[config.mk]
export PLATFORM = sky130hd
export DESIGN_NAME = battery_level_gauge
export DESIGN_NICKNAME = d
export VERILOG_FILES = /design/src/design/blg_pkg.sv /design/src/design/blg_front.sv /design/src/design/blg_queue.sv /design/src/design/blg_back.sv /design/src/design/battery_level_gauge.sv
export SDC_FILE = /design/constraint.sdc
export NUM_CORES = 1
export LEC_CHECK = 0
export BUFFER_PORTS_ARGS = -buffer_cell sky130_fd_sc_hd__buf_4
export CORE_ASPECT_RATIO = 0.7
export CORE_UTILIZATION = 45
export DETAILED_ROUTE_END_ITERATION = 6
export SETUP_SLACK_MARGIN = 0.02
export SYNTH_ARGS = -nofsm -noshare
export SYNTH_HDL_FRONTEND = slang
export SYNTH_SLANG_ARGS = --single-unit
export TNS_END_PERCENT = 10
[constraint.sdc]
create_clock -name i_clk -period 23.6 [get_ports i_clk]
set_clock_uncertainty 0.1 [all_clocks]
set_input_delay 4.72 -clock i_clk [delete_from_list [all_inputs] [get_ports i_clk]]
set_output_delay 4.72 -clock i_clk [all_outputs]
set_load 0.1 [all_outputs]
[src/design/blg_pkg.sv]
`timescale 1ns / 1ps
`default_nettype none
// Shared types and constants for the battery level gauge.
// Holds the charge curve tables; used by every module of the block.
package blg_pkg;

    localparam int VOLT_W     = 13;
    localparam int LEVEL_W    = 13;
    localparam int LEVEL_FULL = 4096;
    localparam int SEG_N      = 12;
    localparam int SEG_W      = 4;
    localparam int NUM_W      = 12;
    localparam int DELTA_W    = 8;
    localparam int RECIP_W    = 28;
    localparam int RECIP_SHIFT = 36;
    localparam int FRAC_SHIFT = 12;
    localparam int STEP2_FIRST_SEG = 4;

    localparam int WINDOW_DEF      = 10;
    localparam int QUEUE_DEPTH_DEF = 4;

    // Curve breakpoints in millivolts.
    localparam logic [VOLT_W-1:0] BRK_MV [0:SEG_N] = '{
        13'd3400, 13'd3500, 13'd3680, 13'd3700, 13'd3730, 13'd3770, 13'd3790,
        13'd3820, 13'd3870, 13'd3930, 13'd4000, 13'd4080, 13'd4100
    };

    // Segment start level in 5% units times segment span.
    localparam logic [10:0] SEG_BASE_NUM [0:SEG_N-1] = '{
        11'd0, 11'd180, 11'd40, 11'd90, 11'd160, 11'd120,
        11'd240, 11'd500, 11'd720, 11'd980, 11'd1280, 11'd360
    };

    // ceil(2^36 / (20 * span)) per segment; exact for numerators below 2^24.
    localparam logic [RECIP_W-1:0] SEG_RECIP [0:SEG_N-1] = '{
        28'(((64'd1 << 36) + 64'd2000 - 64'd1) / 64'd2000),
        28'(((64'd1 << 36) + 64'd3600 - 64'd1) / 64'd3600),
        28'(((64'd1 << 36) + 64'd400  - 64'd1) / 64'd400),
        28'(((64'd1 << 36) + 64'd600  - 64'd1) / 64'd600),
        28'(((64'd1 << 36) + 64'd800  - 64'd1) / 64'd800),
        28'(((64'd1 << 36) + 64'd400  - 64'd1) / 64'd400),
        28'(((64'd1 << 36) + 64'd600  - 64'd1) / 64'd600),
        28'(((64'd1 << 36) + 64'd1000 - 64'd1) / 64'd1000),
        28'(((64'd1 << 36) + 64'd1200 - 64'd1) / 64'd1200),
        28'(((64'd1 << 36) + 64'd1400 - 64'd1) / 64'd1400),
        28'(((64'd1 << 36) + 64'd1600 - 64'd1) / 64'd1600),
        28'(((64'd1 << 36) + 64'd400  - 64'd1) / 64'd400)
    };

    typedef struct packed {
        logic               valid;
        logic [LEVEL_W-1:0] level;
    } t_raw_beat;

endpackage
`default_nettype wire

[src/design/blg_front.sv]
`timescale 1ns / 1ps
`default_nettype none
// Front end: accepts voltage samples and maps them onto the charge curve.
// Two pipeline stages; depends on blg_pkg.
module blg_front (
    input  wire logic                       i_clk,
    input  wire logic                       i_rst_n,
    input  wire logic                       i_in_valid,
    output logic                            o_in_ready,
    input  wire logic [blg_pkg::VOLT_W-1:0] i_voltage_mv,
    output blg_pkg::t_raw_beat              o_beat,
    input  wire logic                       i_beat_ready
);
    import blg_pkg::*;

    logic               r_v1, r_v2;
    logic               r_below, r_full;
    logic [SEG_W-1:0]   r_seg;
    logic [NUM_W-1:0]   r_num;
    logic [LEVEL_W-1:0] r_level;

    logic               en1, en2;
    logic [SEG_W-1:0]   seg;
    logic [VOLT_W-1:0]  delta_full;
    logic [DELTA_W-1:0] delta;
    logic [NUM_W-1:0]   num;
    logic [NUM_W+FRAC_SHIFT-1:0]         scaled;
    logic [NUM_W+FRAC_SHIFT+RECIP_W-1:0] prod;
    logic [LEVEL_W-1:0] level;

    assign en2        = !r_v2 || i_beat_ready;
    assign en1        = !r_v1 || en2;
    assign o_in_ready = en1;

    // Pick the highest segment whose start lies at or below the sample.
    always_comb begin
        seg = '0;
        for (int k = 1; k < SEG_N; k++) begin
            if (i_voltage_mv >= BRK_MV[k]) begin
                seg = SEG_W'(k);
            end
        end
        delta_full = i_voltage_mv - BRK_MV[seg];
        delta      = delta_full[DELTA_W-1:0];
        if (seg >= SEG_W'(STEP2_FIRST_SEG)) begin
            num = NUM_W'(SEG_BASE_NUM[seg]) + NUM_W'({delta, 1'b0});
        end else begin
            num = NUM_W'(SEG_BASE_NUM[seg]) + NUM_W'(delta);
        end
    end

    // Divide by 20 * span through the segment reciprocal.
    always_comb begin
        scaled = {r_num, FRAC_SHIFT'(0)};
        prod   = (NUM_W+FRAC_SHIFT+RECIP_W)'(scaled) *
                 (NUM_W+FRAC_SHIFT+RECIP_W)'(SEG_RECIP[r_seg]);
        if (r_below) begin
            level = '0;
        end else if (r_full) begin
            level = LEVEL_W'(LEVEL_FULL);
        end else begin
            level = prod[RECIP_SHIFT +: LEVEL_W];
        end
    end

    always_ff @(posedge i_clk) begin
        if (!i_rst_n) begin
            r_v1 <= 1'b0;
            r_v2 <= 1'b0;
        end else begin
            if (en1) begin
                r_v1 <= i_in_valid;
            end
            if (en2) begin
                r_v2 <= r_v1;
            end
        end
        if (en1 && i_in_valid) begin
            r_below <= (i_voltage_mv < BRK_MV[0]);
            r_full  <= (i_voltage_mv >= BRK_MV[SEG_N]);
            r_seg   <= seg;
            r_num   <= num;
        end
        if (en2 && r_v1) begin
            r_level <= level;
        end
    end

    assign o_beat.valid = r_v2;
    assign o_beat.level = r_level;

endmodule
`default_nettype wire

[src/design/blg_queue.sv]
`timescale 1ns / 1ps
`default_nettype none
// Short queue of raw levels between the curve front end and the filter.
// Depends on blg_pkg.
module blg_queue #(
    parameter int DEPTH = blg_pkg::QUEUE_DEPTH_DEF
) (
    input  wire logic          i_clk,
    input  wire logic          i_rst_n,
    input  wire blg_pkg::t_raw_beat i_beat,
    output logic               o_beat_ready,
    output blg_pkg::t_raw_beat o_beat,
    input  wire logic          i_beat_ready
);
    import blg_pkg::*;

    localparam int PTR_W = (DEPTH > 1) ? $clog2(DEPTH) : 1;
    localparam int CNT_W = $clog2(DEPTH + 1);

    logic [LEVEL_W-1:0] r_mem [0:DEPTH-1];
    logic [PTR_W-1:0]   r_wr_ptr, r_rd_ptr;
    logic [CNT_W-1:0]   r_count;
    logic               push, pop;

    assign o_beat_ready = (r_count != CNT_W'(DEPTH));
    assign push         = i_beat.valid && o_beat_ready;
    assign o_beat.valid = (r_count != '0);
    assign o_beat.level = r_mem[r_rd_ptr];
    assign pop          = o_beat.valid && i_beat_ready;

    always_ff @(posedge i_clk) begin
        if (!i_rst_n) begin
            r_wr_ptr <= '0;
            r_rd_ptr <= '0;
            r_count  <= '0;
        end else begin
            if (push) begin
                r_wr_ptr <= (r_wr_ptr == PTR_W'(DEPTH - 1)) ? '0 : r_wr_ptr + 1'b1;
            end
            if (pop) begin
                r_rd_ptr <= (r_rd_ptr == PTR_W'(DEPTH - 1)) ? '0 : r_rd_ptr + 1'b1;
            end
            if (push && !pop) begin
                r_count <= r_count + 1'b1;
            end else if (pop && !push) begin
                r_count <= r_count - 1'b1;
            end
        end
        if (push) begin
            r_mem[r_wr_ptr] <= i_beat.level;
        end
    end

endmodule
`default_nettype wire

[src/design/blg_back.sv]
`timescale 1ns / 1ps
`default_nettype none
// Back end: moving-average filter over the level history and output register.
// Depends on blg_pkg.
module blg_back #(
    parameter int WINDOW = blg_pkg::WINDOW_DEF
) (
    input  wire logic                        i_clk,
    input  wire logic                        i_rst_n,
    input  wire blg_pkg::t_raw_beat          i_beat,
    output logic                             o_beat_ready,
    output logic                             o_out_valid,
    input  wire logic                        i_out_ready,
    output logic [blg_pkg::LEVEL_W-1:0]      o_filtered_level,
    output logic [blg_pkg::LEVEL_W-1:0]      o_raw_level
);
    import blg_pkg::*;

    localparam int SUM_W   = $clog2(WINDOW * LEVEL_FULL + 1);
    localparam int RECIP_K = SUM_W + $clog2(WINDOW);
    localparam logic [RECIP_K-1:0] RecipMul =
        RECIP_K'(((64'd1 << RECIP_K) + 64'(WINDOW) - 64'd1) / 64'(WINDOW));
    localparam int HIST_N  = WINDOW - 1;

    logic [LEVEL_W-1:0] r_hist [0:HIST_N-1];
    logic [SUM_W-1:0]   r_sum;
    logic               r_primed;
    logic               r_out_valid;
    logic [LEVEL_W-1:0] r_filt, r_raw;

    logic                     take;
    logic [SUM_W-1:0]         total;
    logic [SUM_W+RECIP_K-1:0] prod;
    logic [LEVEL_W-1:0]       avg;
    logic [SUM_W-1:0]         n_sum;

    assign o_beat_ready = !r_out_valid || i_out_ready;
    assign take         = i_beat.valid && o_beat_ready;

    // r_sum holds history entries 0..WINDOW-2, the ones that stay in the window.
    always_comb begin
        total = r_sum + SUM_W'(i_beat.level);
        prod  = (SUM_W+RECIP_K)'(total) * (SUM_W+RECIP_K)'(RecipMul);
        if (r_primed) begin
            avg   = prod[RECIP_K +: LEVEL_W];
            n_sum = r_sum + SUM_W'(avg) - SUM_W'(r_hist[HIST_N-1]);
        end else begin
            avg   = i_beat.level;
            n_sum = SUM_W'(i_beat.level * (WINDOW - 1));
        end
    end

    always_ff @(posedge i_clk) begin
        if (!i_rst_n) begin
            r_primed    <= 1'b0;
            r_out_valid <= 1'b0;
        end else begin
            if (take) begin
                r_primed    <= 1'b1;
                r_out_valid <= 1'b1;
            end else if (i_out_ready) begin
                r_out_valid <= 1'b0;
            end
        end
        if (take) begin
            r_sum     <= n_sum;
            r_hist[0] <= avg;
            for (int i = 1; i < HIST_N; i++) begin
                r_hist[i] <= r_primed ? r_hist[i-1] : i_beat.level;
            end
            r_filt <= avg;
            r_raw  <= i_beat.level;
        end
    end

    assign o_out_valid      = r_out_valid;
    assign o_filtered_level = r_filt;
    assign o_raw_level      = r_raw;

endmodule
`default_nettype wire

[src/design/battery_level_gauge.sv]
`timescale 1ns / 1ps
`default_nettype none
// Battery level gauge top level: curve front end, raw level queue, filter back end.
// Depends on blg_pkg, blg_front, blg_queue and blg_back.
//
//  Channel  Direction  Handshake                  Payload
//  in       input      i_in_valid / o_in_ready    i_voltage_mv
//  out      output     o_out_valid / i_out_ready  o_filtered_level, o_raw_level
//
// One transaction per cycle sustained while i_out_ready stays high; the filter's
// running-sum loop in blg_back (add, reciprocal multiply, update) sets that figure.
// From input transaction to the earliest output transaction a sample passes
// two curve stages, one queue slot and one output register.
// Reset is synchronous, active low; it clears valids, queue pointers and the
// primed flag. The history is not cleared: the first sample loads it.
// Output stalls fill the queue first, then the two curve stages; the input side
// stalls only once all of them are full.
module battery_level_gauge #(
    parameter int WINDOW      = blg_pkg::WINDOW_DEF,
    parameter int QUEUE_DEPTH = blg_pkg::QUEUE_DEPTH_DEF
) (
    input  wire logic                        i_clk,
    input  wire logic                        i_rst_n,
    input  wire logic                        i_in_valid,
    output logic                             o_in_ready,
    input  wire logic [blg_pkg::VOLT_W-1:0]  i_voltage_mv,
    output logic                             o_out_valid,
    input  wire logic                        i_out_ready,
    output logic [blg_pkg::LEVEL_W-1:0]      o_filtered_level,
    output logic [blg_pkg::LEVEL_W-1:0]      o_raw_level
);
    import blg_pkg::*;

    t_raw_beat front_beat, queue_beat;
    logic      queue_ready, back_ready;

    // Classify the sample into a curve segment and compute its raw level.
    blg_front u_front (
        .i_clk        (i_clk),
        .i_rst_n      (i_rst_n),
        .i_in_valid   (i_in_valid),
        .o_in_ready   (o_in_ready),
        .i_voltage_mv (i_voltage_mv),
        .o_beat       (front_beat),
        .i_beat_ready (queue_ready)
    );

    // Hold raw levels so the front end keeps going while the output stalls.
    blg_queue #(
        .DEPTH (QUEUE_DEPTH)
    ) u_queue (
        .i_clk        (i_clk),
        .i_rst_n      (i_rst_n),
        .i_beat       (front_beat),
        .o_beat_ready (queue_ready),
        .o_beat       (queue_beat),
        .i_beat_ready (back_ready)
    );

    // Advance the moving average and present the result.
    blg_back #(
        .WINDOW (WINDOW)
    ) u_back (
        .i_clk            (i_clk),
        .i_rst_n          (i_rst_n),
        .i_beat           (queue_beat),
        .o_beat_ready     (back_ready),
        .o_out_valid      (o_out_valid),
        .i_out_ready      (i_out_ready),
        .o_filtered_level (o_filtered_level),
        .o_raw_level      (o_raw_level)
    );

endmodule
`default_nettype wire
# == Yosys cells after proc, flatten, opt, wreduce, memory -nomap -nowiden ==
# Memory sizes are Yosys's and may differ from the RTL's. A register that Yosys moved wholly into a read port is not among the register bits.
# Index checks and enable logic that the tools add are counted.
# totals
register_bits,84
ramBits,169
mem_bits_ro,832
inputBits,17
word_cells,114
mem_count,5
# op_classes
add_sub_neg,10
multipliers,3
magnitude_cmp,16
eq_ne,3
n_mux,41
bitwise_logic,2
n_reduce_logical,18
# memory_table
name,words,word_bits,rd,rd_clocked_by_memory_dff,write_ports,line_no,rtl
(no name shown),16,28,1,0,0,blg_front.sv:56,(NUM_W+FRAC_SHIFT+RECIP_W)'(SEG_RECIP[r_seg]);
(no name shown),16,13,1,0,0,blg_front.sv:43,delta_full = i_voltage_mv - BRK_MV[seg];
(no name shown),16,11,1,0,0,blg_front.sv:46,"num = NUM_W'(SEG_BASE_NUM[seg]) + NUM_W'({delta, 1'b0});"
u_back.r_hist,9,13,9,0,9,blg_back.sv:25,logic [LEVEL_W-1:0] r_hist [0:HIST_N-1];
u_queue.r_mem,4,13,1,1,1,blg_queue.sv:20,logic [LEVEL_W-1:0] r_mem [0:DEPTH-1];
# op_table
operator,n
$ge A13 B12 Y1 const B,11
$mux W13,10
$mux W28,2
$mul A12 B28 Y37,1
$add A16 B13 Y16,2
$mul A16 B16 Y32 const B,1
$mux W11,2
$mux W3,6
$mul A13 B4 Y16 const B,1
$mux W16,1
$mux W4,4
$mux W8,2
$sub A16 B13 Y16,1
$ge A13 B13 Y1 const B,1
$lt A13 B12 Y1 const B,1
$add A11 B8 Y12,1
$add A11 B9 Y12,1
$mux W12,1
$mux W2,6
$ge A5 B5 Y1 const B,2
$not A4 Y5,2
$sub A8 B8 Y8,1
$mux W1,7
$logic_and A1 B1 Y1,6
11 further kinds,20

# == Logic depth before layout (Yosys ltp) ==
# depth
depth_word,19
ltp_mapped,42

# == Hierarchy ==
# Synthesis repeated with hierarchy kept, for this count alone.
# hier_totals
cells_unflattened,2737
area_unflattened_um2,27088.5
# by_module_without_submodules
mod,n_inst,cells_per_inst,area_each_um2
blg_back,1,1217,12622.1
blg_front,1,1402,12115.4
blg_queue,1,118,2351.0

# == Worst setup path before layout ==
# OpenSTA, ideal clock, no wires.
# synth_timing
path_type,input port to flip-flop
start,in i_out_ready
end,reg u_queue.r_count[2]
setup_ns,0.076
t_arrival_ns,13.861
setup_slack_ns,9.563
cell_stages,9
n_path_buf,0
cell_sequence,inv_1 a21oi_1 inv_1 ha_1 inv_1 fa_1 xor2_1 or3_1 a21boi_0
# synth_via
elab_chain_cells,5
word_cells_on_any_way,7
classes_between,1 x mux; 6 x reduce/logical
# synth_lines
element,line_no,rtl
start: declaration,battery_level_gauge.sv:28,"input wire logic i_out_ready,"
$logic_or A1 B1 Y1 *,blg_back.sv:37,assign o_beat_ready = !r_out_valid || i_out_ready;
$logic_and A1 B1 Y1 *,-,
net u_back.take,blg_back.sv:31,logic take;
$logic_not A1 Y1,blg_queue.sv:43,if (push && !pop) begin
$logic_and A1 B1 Y1,blg_queue.sv:43,
$mux W3 or $reduce_bool A2 Y1 (tied branches),-,
end signal: assignment,blg_queue.sv:44,r_count <= r_count + 1'b1;
end signal: assignment,blg_queue.sv:46,r_count <= r_count - 1'b1;
end: declaration,blg_queue.sv:22,logic [CNT_W-1:0] r_count;
# The timed path passes the listed nets; every way through them passes the cells marked *.
# A chain may end at the register's enable or synchronous reset.

==> impl_metrics.env <==
export IMPL_synth_yosys_warnings=0
export IMPL_floorplan_initialDensity_pct=45.6
export IMPL_grt_pass1_vias=18740
export IMPL_synth_edf_count=229
export IMPL_clock_tree_from_tritoncts="built"
export IMPL_postSynth_topFlopCell="edfxtp_1"
export IMPL_critical_path_buf_inv_count=4
export IMPL_worst_endpoint_required_ns=23.78
export IMPL_grt_overflow=0
export IMPL_met1_wirelength_um=33100
export IMPL_fin_crit_ns=12.44
export IMPL_wl_met2_um=25900
export IMPL_max_slew_margin_pct=19.4
export IMPL_postSynthRegisterBits=242
export IMPL_tritoncts_buffers=24
export IMPL_wirelength_routed_um=65600
export IMPL_drt_antenna_violating_nets=0
export IMPL_fin_nets=3293
export IMPL_die_h_um=205
export IMPL_drt_iter0_markers=1579
export IMPL_crit_path_end_kind="register"
export IMPL_setup_total_negative_slack_ns=0
export IMPL_met3WireLength_um=5720
export IMPL_tritoncts_num_sinks=242
export IMPL_synth_yosys_seq_area_share_pct=26.8
export IMPL_synth_cell_types=84
export IMPL_status="complete, no violations"
export IMPL_critPathKind="register to register"
export IMPL_area_share_of_fa_ha_maj_cells_after_synthesis_pct=39.0
export IMPL_min_delay_path_class="register to register"
export IMPL_routed_wire_length_per_instance_um=19.1
export IMPL_global_placement_routability_congestion=0.917
export IMPL_cell_area_after_synthesis_um2=26600
export IMPL_rsz0062_at_grt="false"
export IMPL_hold_viol_final=0
export IMPL_clk_path_buf_depth=3
export IMPL_routed_via_density=5.35
export IMPL_synth_compound_area_share_pct=7.22
export IMPL_layout_commonest_cell="nand2_1"
export IMPL_synth_cells=2663
export IMPL_final_max_slew_violation_count=0
export IMPL_worst_path_max_delay_cell="dfxtp_1"
export IMPL_clk_transition_reported_paths_ns=0.07
export IMPL_postCtsHoldBufs=0
export IMPL_route_vias_total=18375
export IMPL_placeableCoreArea_um2=58300
export IMPL_critPathTopFamily="adder cells"
export IMPL_top_layer_used="met5"
export IMPL_post_synth_mux_area_share_pct=1.56
export IMPL_maximum_number_of_pins_on_one_net_before_global_route_repair=97
export IMPL_timing_max_cap_violations=0
export IMPL_htreeDepth=1
export IMPL_areaGrowthSynthToFinish_pct=6.86
export IMPL_ratio_of_cells_with_drive_above_1_in_the_final_layout_pct=5.91
export IMPL_final_period_utilization_pct=52.7
export IMPL_worst_pin_slew_ns=1.21
export IMPL_cp_data_arrival_time_ns=12.62
export IMPL_ctsRootBufferMaster="clkbuf_16"
export IMPL_max_stage_delay_ns=0.91
export IMPL_io_pin_count=45
export IMPL_die_x_um=293
export IMPL_synth_top_family_by_area="adder cells"
export IMPL_place_hpwl_um=51000
export IMPL_postCtsResizedCells=0
export IMPL_grt_first_pass_wirelength_um=106000
export IMPL_synth_fp_nets=3301
export IMPL_area_of_the_die_um2=60100
export IMPL_ff2ff_setup_slack_ns=11.16
export IMPL_timing_critical_path_fanout_max=13
export IMPL_leading_cell_types_in_the_layout_fill_and_taps_excluded="558 x nand2_1, 422 x inv_1, 347 x fa_1"
export IMPL_timing_final_setup_violations=0
export IMPL_core_rowCount=74
export IMPL_firstDrtPassIters=5
export IMPL_detail_route_drc_violations=0
export IMPL_gr_usage_all_layers_pct=22.7
export IMPL_async_reset_ff_share_pct=0
export IMPL_fillers=5392
export IMPL_portBuffers=44
export IMPL_clk_latency_ns=0.54
export IMPL_area_fraction_in_and_or_nand_and_nor_cells_after_synthesis_pct=14.2
export IMPL_yosys_area_share_xor_xnor_pct=3.44
export IMPL_worst_setup_path_start_kind="register"
export IMPL_postSynthAreaPerCell_um2=9.99
export IMPL_cpMostUsedCell="fa_1"
export IMPL_maxClockFrequency_mhz=80.4
export IMPL_post_cts_setup_buffers=0
export IMPL_grt_antenna_before_repair=1
==> final cells by class <==
cell class                      instances  area, µm²  area share (%)
Clock inverter                         13        133           0.467
Sequential cell                       242       7140            25.1
Multi-Input combinational cell       1890      17400            61.3
Tap cell                              760        951            3.34
Timing Repair Buffer                   74        556            1.95
Inverter                              423       1590            5.58
Clock buffer                           31        627            2.20
Antenna cell                            1       2.50         0.00880
==> synthesized netlist by cell type, types with 6 or more instances <==
cell type | count | area (µm²)
nand2_1 | 558 | 2090
inv_1 | 422 | 1580
fa_1 | 347 | 6950
ha_1 | 274 | 3430
edfxtp_1 | 229 | 6880
and2_1 | 111 | 694
clkbuf_1 | 85 | 319
a21oi_1 | 82 | 410
nor2_1 | 65 | 244
xnor2_1 | 50 | 438
o21ai_0 | 49 | 245
xor2_1 | 49 | 429
a21o_1 | 34 | 255
nor3_1 | 22 | 110
o21bai_1 | 16 | 120
nand3_1 | 15 | 75.1
nor2b_1 | 14 | 87.6
buf_4 | 13 | 97.6
dfxtp_1 | 13 | 260
mux4_2 | 13 | 293
a211oi_1 | 12 | 90.1
mux2i_1 | 11 | 110
or3_1 | 11 | 68.8
nand4_1 | 10 | 62.6
o21a_1 | 10 | 75.1
a31oi_1 | 9 | 56.3
nand2b_1 | 9 | 56.3
buf_1 | 8 | 30.0
o21ai_1 | 8 | 40.0
a21boi_0 | 7 | 52.6
nor4_1 | 7 | 43.8
a311oi_1 | 6 | 52.6
nor3b_1 | 6 | 45.0
==> final timing paths <==
| kind | from | to | cells after the start |
|---|---|---|---|
| setup / recovery | register | u_back.r_sum[14] | 41 |
| hold / removal | u_front.r_level[8] | u_queue.r_mem[3][8] | 0 |
| setup reg to reg | register | u_back.r_sum[14] | 41 |
| hold reg to reg | u_front.r_level[8] | u_queue.r_mem[3][8] | 0 |
==> sequential cells by signal, indices dropped and copies added (netlist names), 2 cells and up, named ones only <==
| register | flops |
|---|---|
| u_front.r_level | 13 |
| u_queue.r_wr_ptr | 2 |
| u_back.r_sum | 16 |
| u_front.r_num | 12 |
| u_back.o_filtered_level | 12 |
| u_back.r_hist | 105 |
| u_queue.r_mem | 52 |
| u_back.o_raw_level | 13 |
| u_queue.r_count | 3 |
| u_queue.r_rd_ptr | 2 |
| u_front.r_seg | 4 |
==> through the flow <==
| step | utilization, % | setup WS (ns) | hold slack, ns | cell area, µm² | std cells |
|---|---|---|---|---|---|
| 2_1_floorplan | - | 9.56 | 0.359 | 26600 | 2663 |
| 3_3_place_gp | 47.4 | 11.32 | 0.396 | 27700 | 3389 |
| 3_5_place_dp | 47.4 | 11.15 | 0.399 | 27700 | 3389 |
| 4_1_cts | 48.7 | 11.10 | 0.420 | 28400 | 3433 |
| 5_1_grt | 48.7 | 10.23 | 0.421 | 28400 | 3433 |
| 6_report | 48.7 | 11.16 | 0.407 | 28400 | 3434 |
==> cell families (layout without fill, tap and decap cells) <==
group	count (synthesis)	count (layout)
simple gates	855	855
fa+ha+maj	621	621
other cells	0	1
buf+inv	531	541
mux	25	25
flops	242	242
compound gates	287	287
xor+xnor	102	102
==> metal layers <==
metal / global-route usage [%] / vias up
li1: - / 8558
met1: 36.4 / 9164
met2: 31.6 / 584
met3: 4.83 / 67
met4: 2.97 / 2
met5: 0 / -
Power is left out: the tool's default activity adds up to more than one toggle a clock period on the data nets, which glitch-free logic cannot reach.
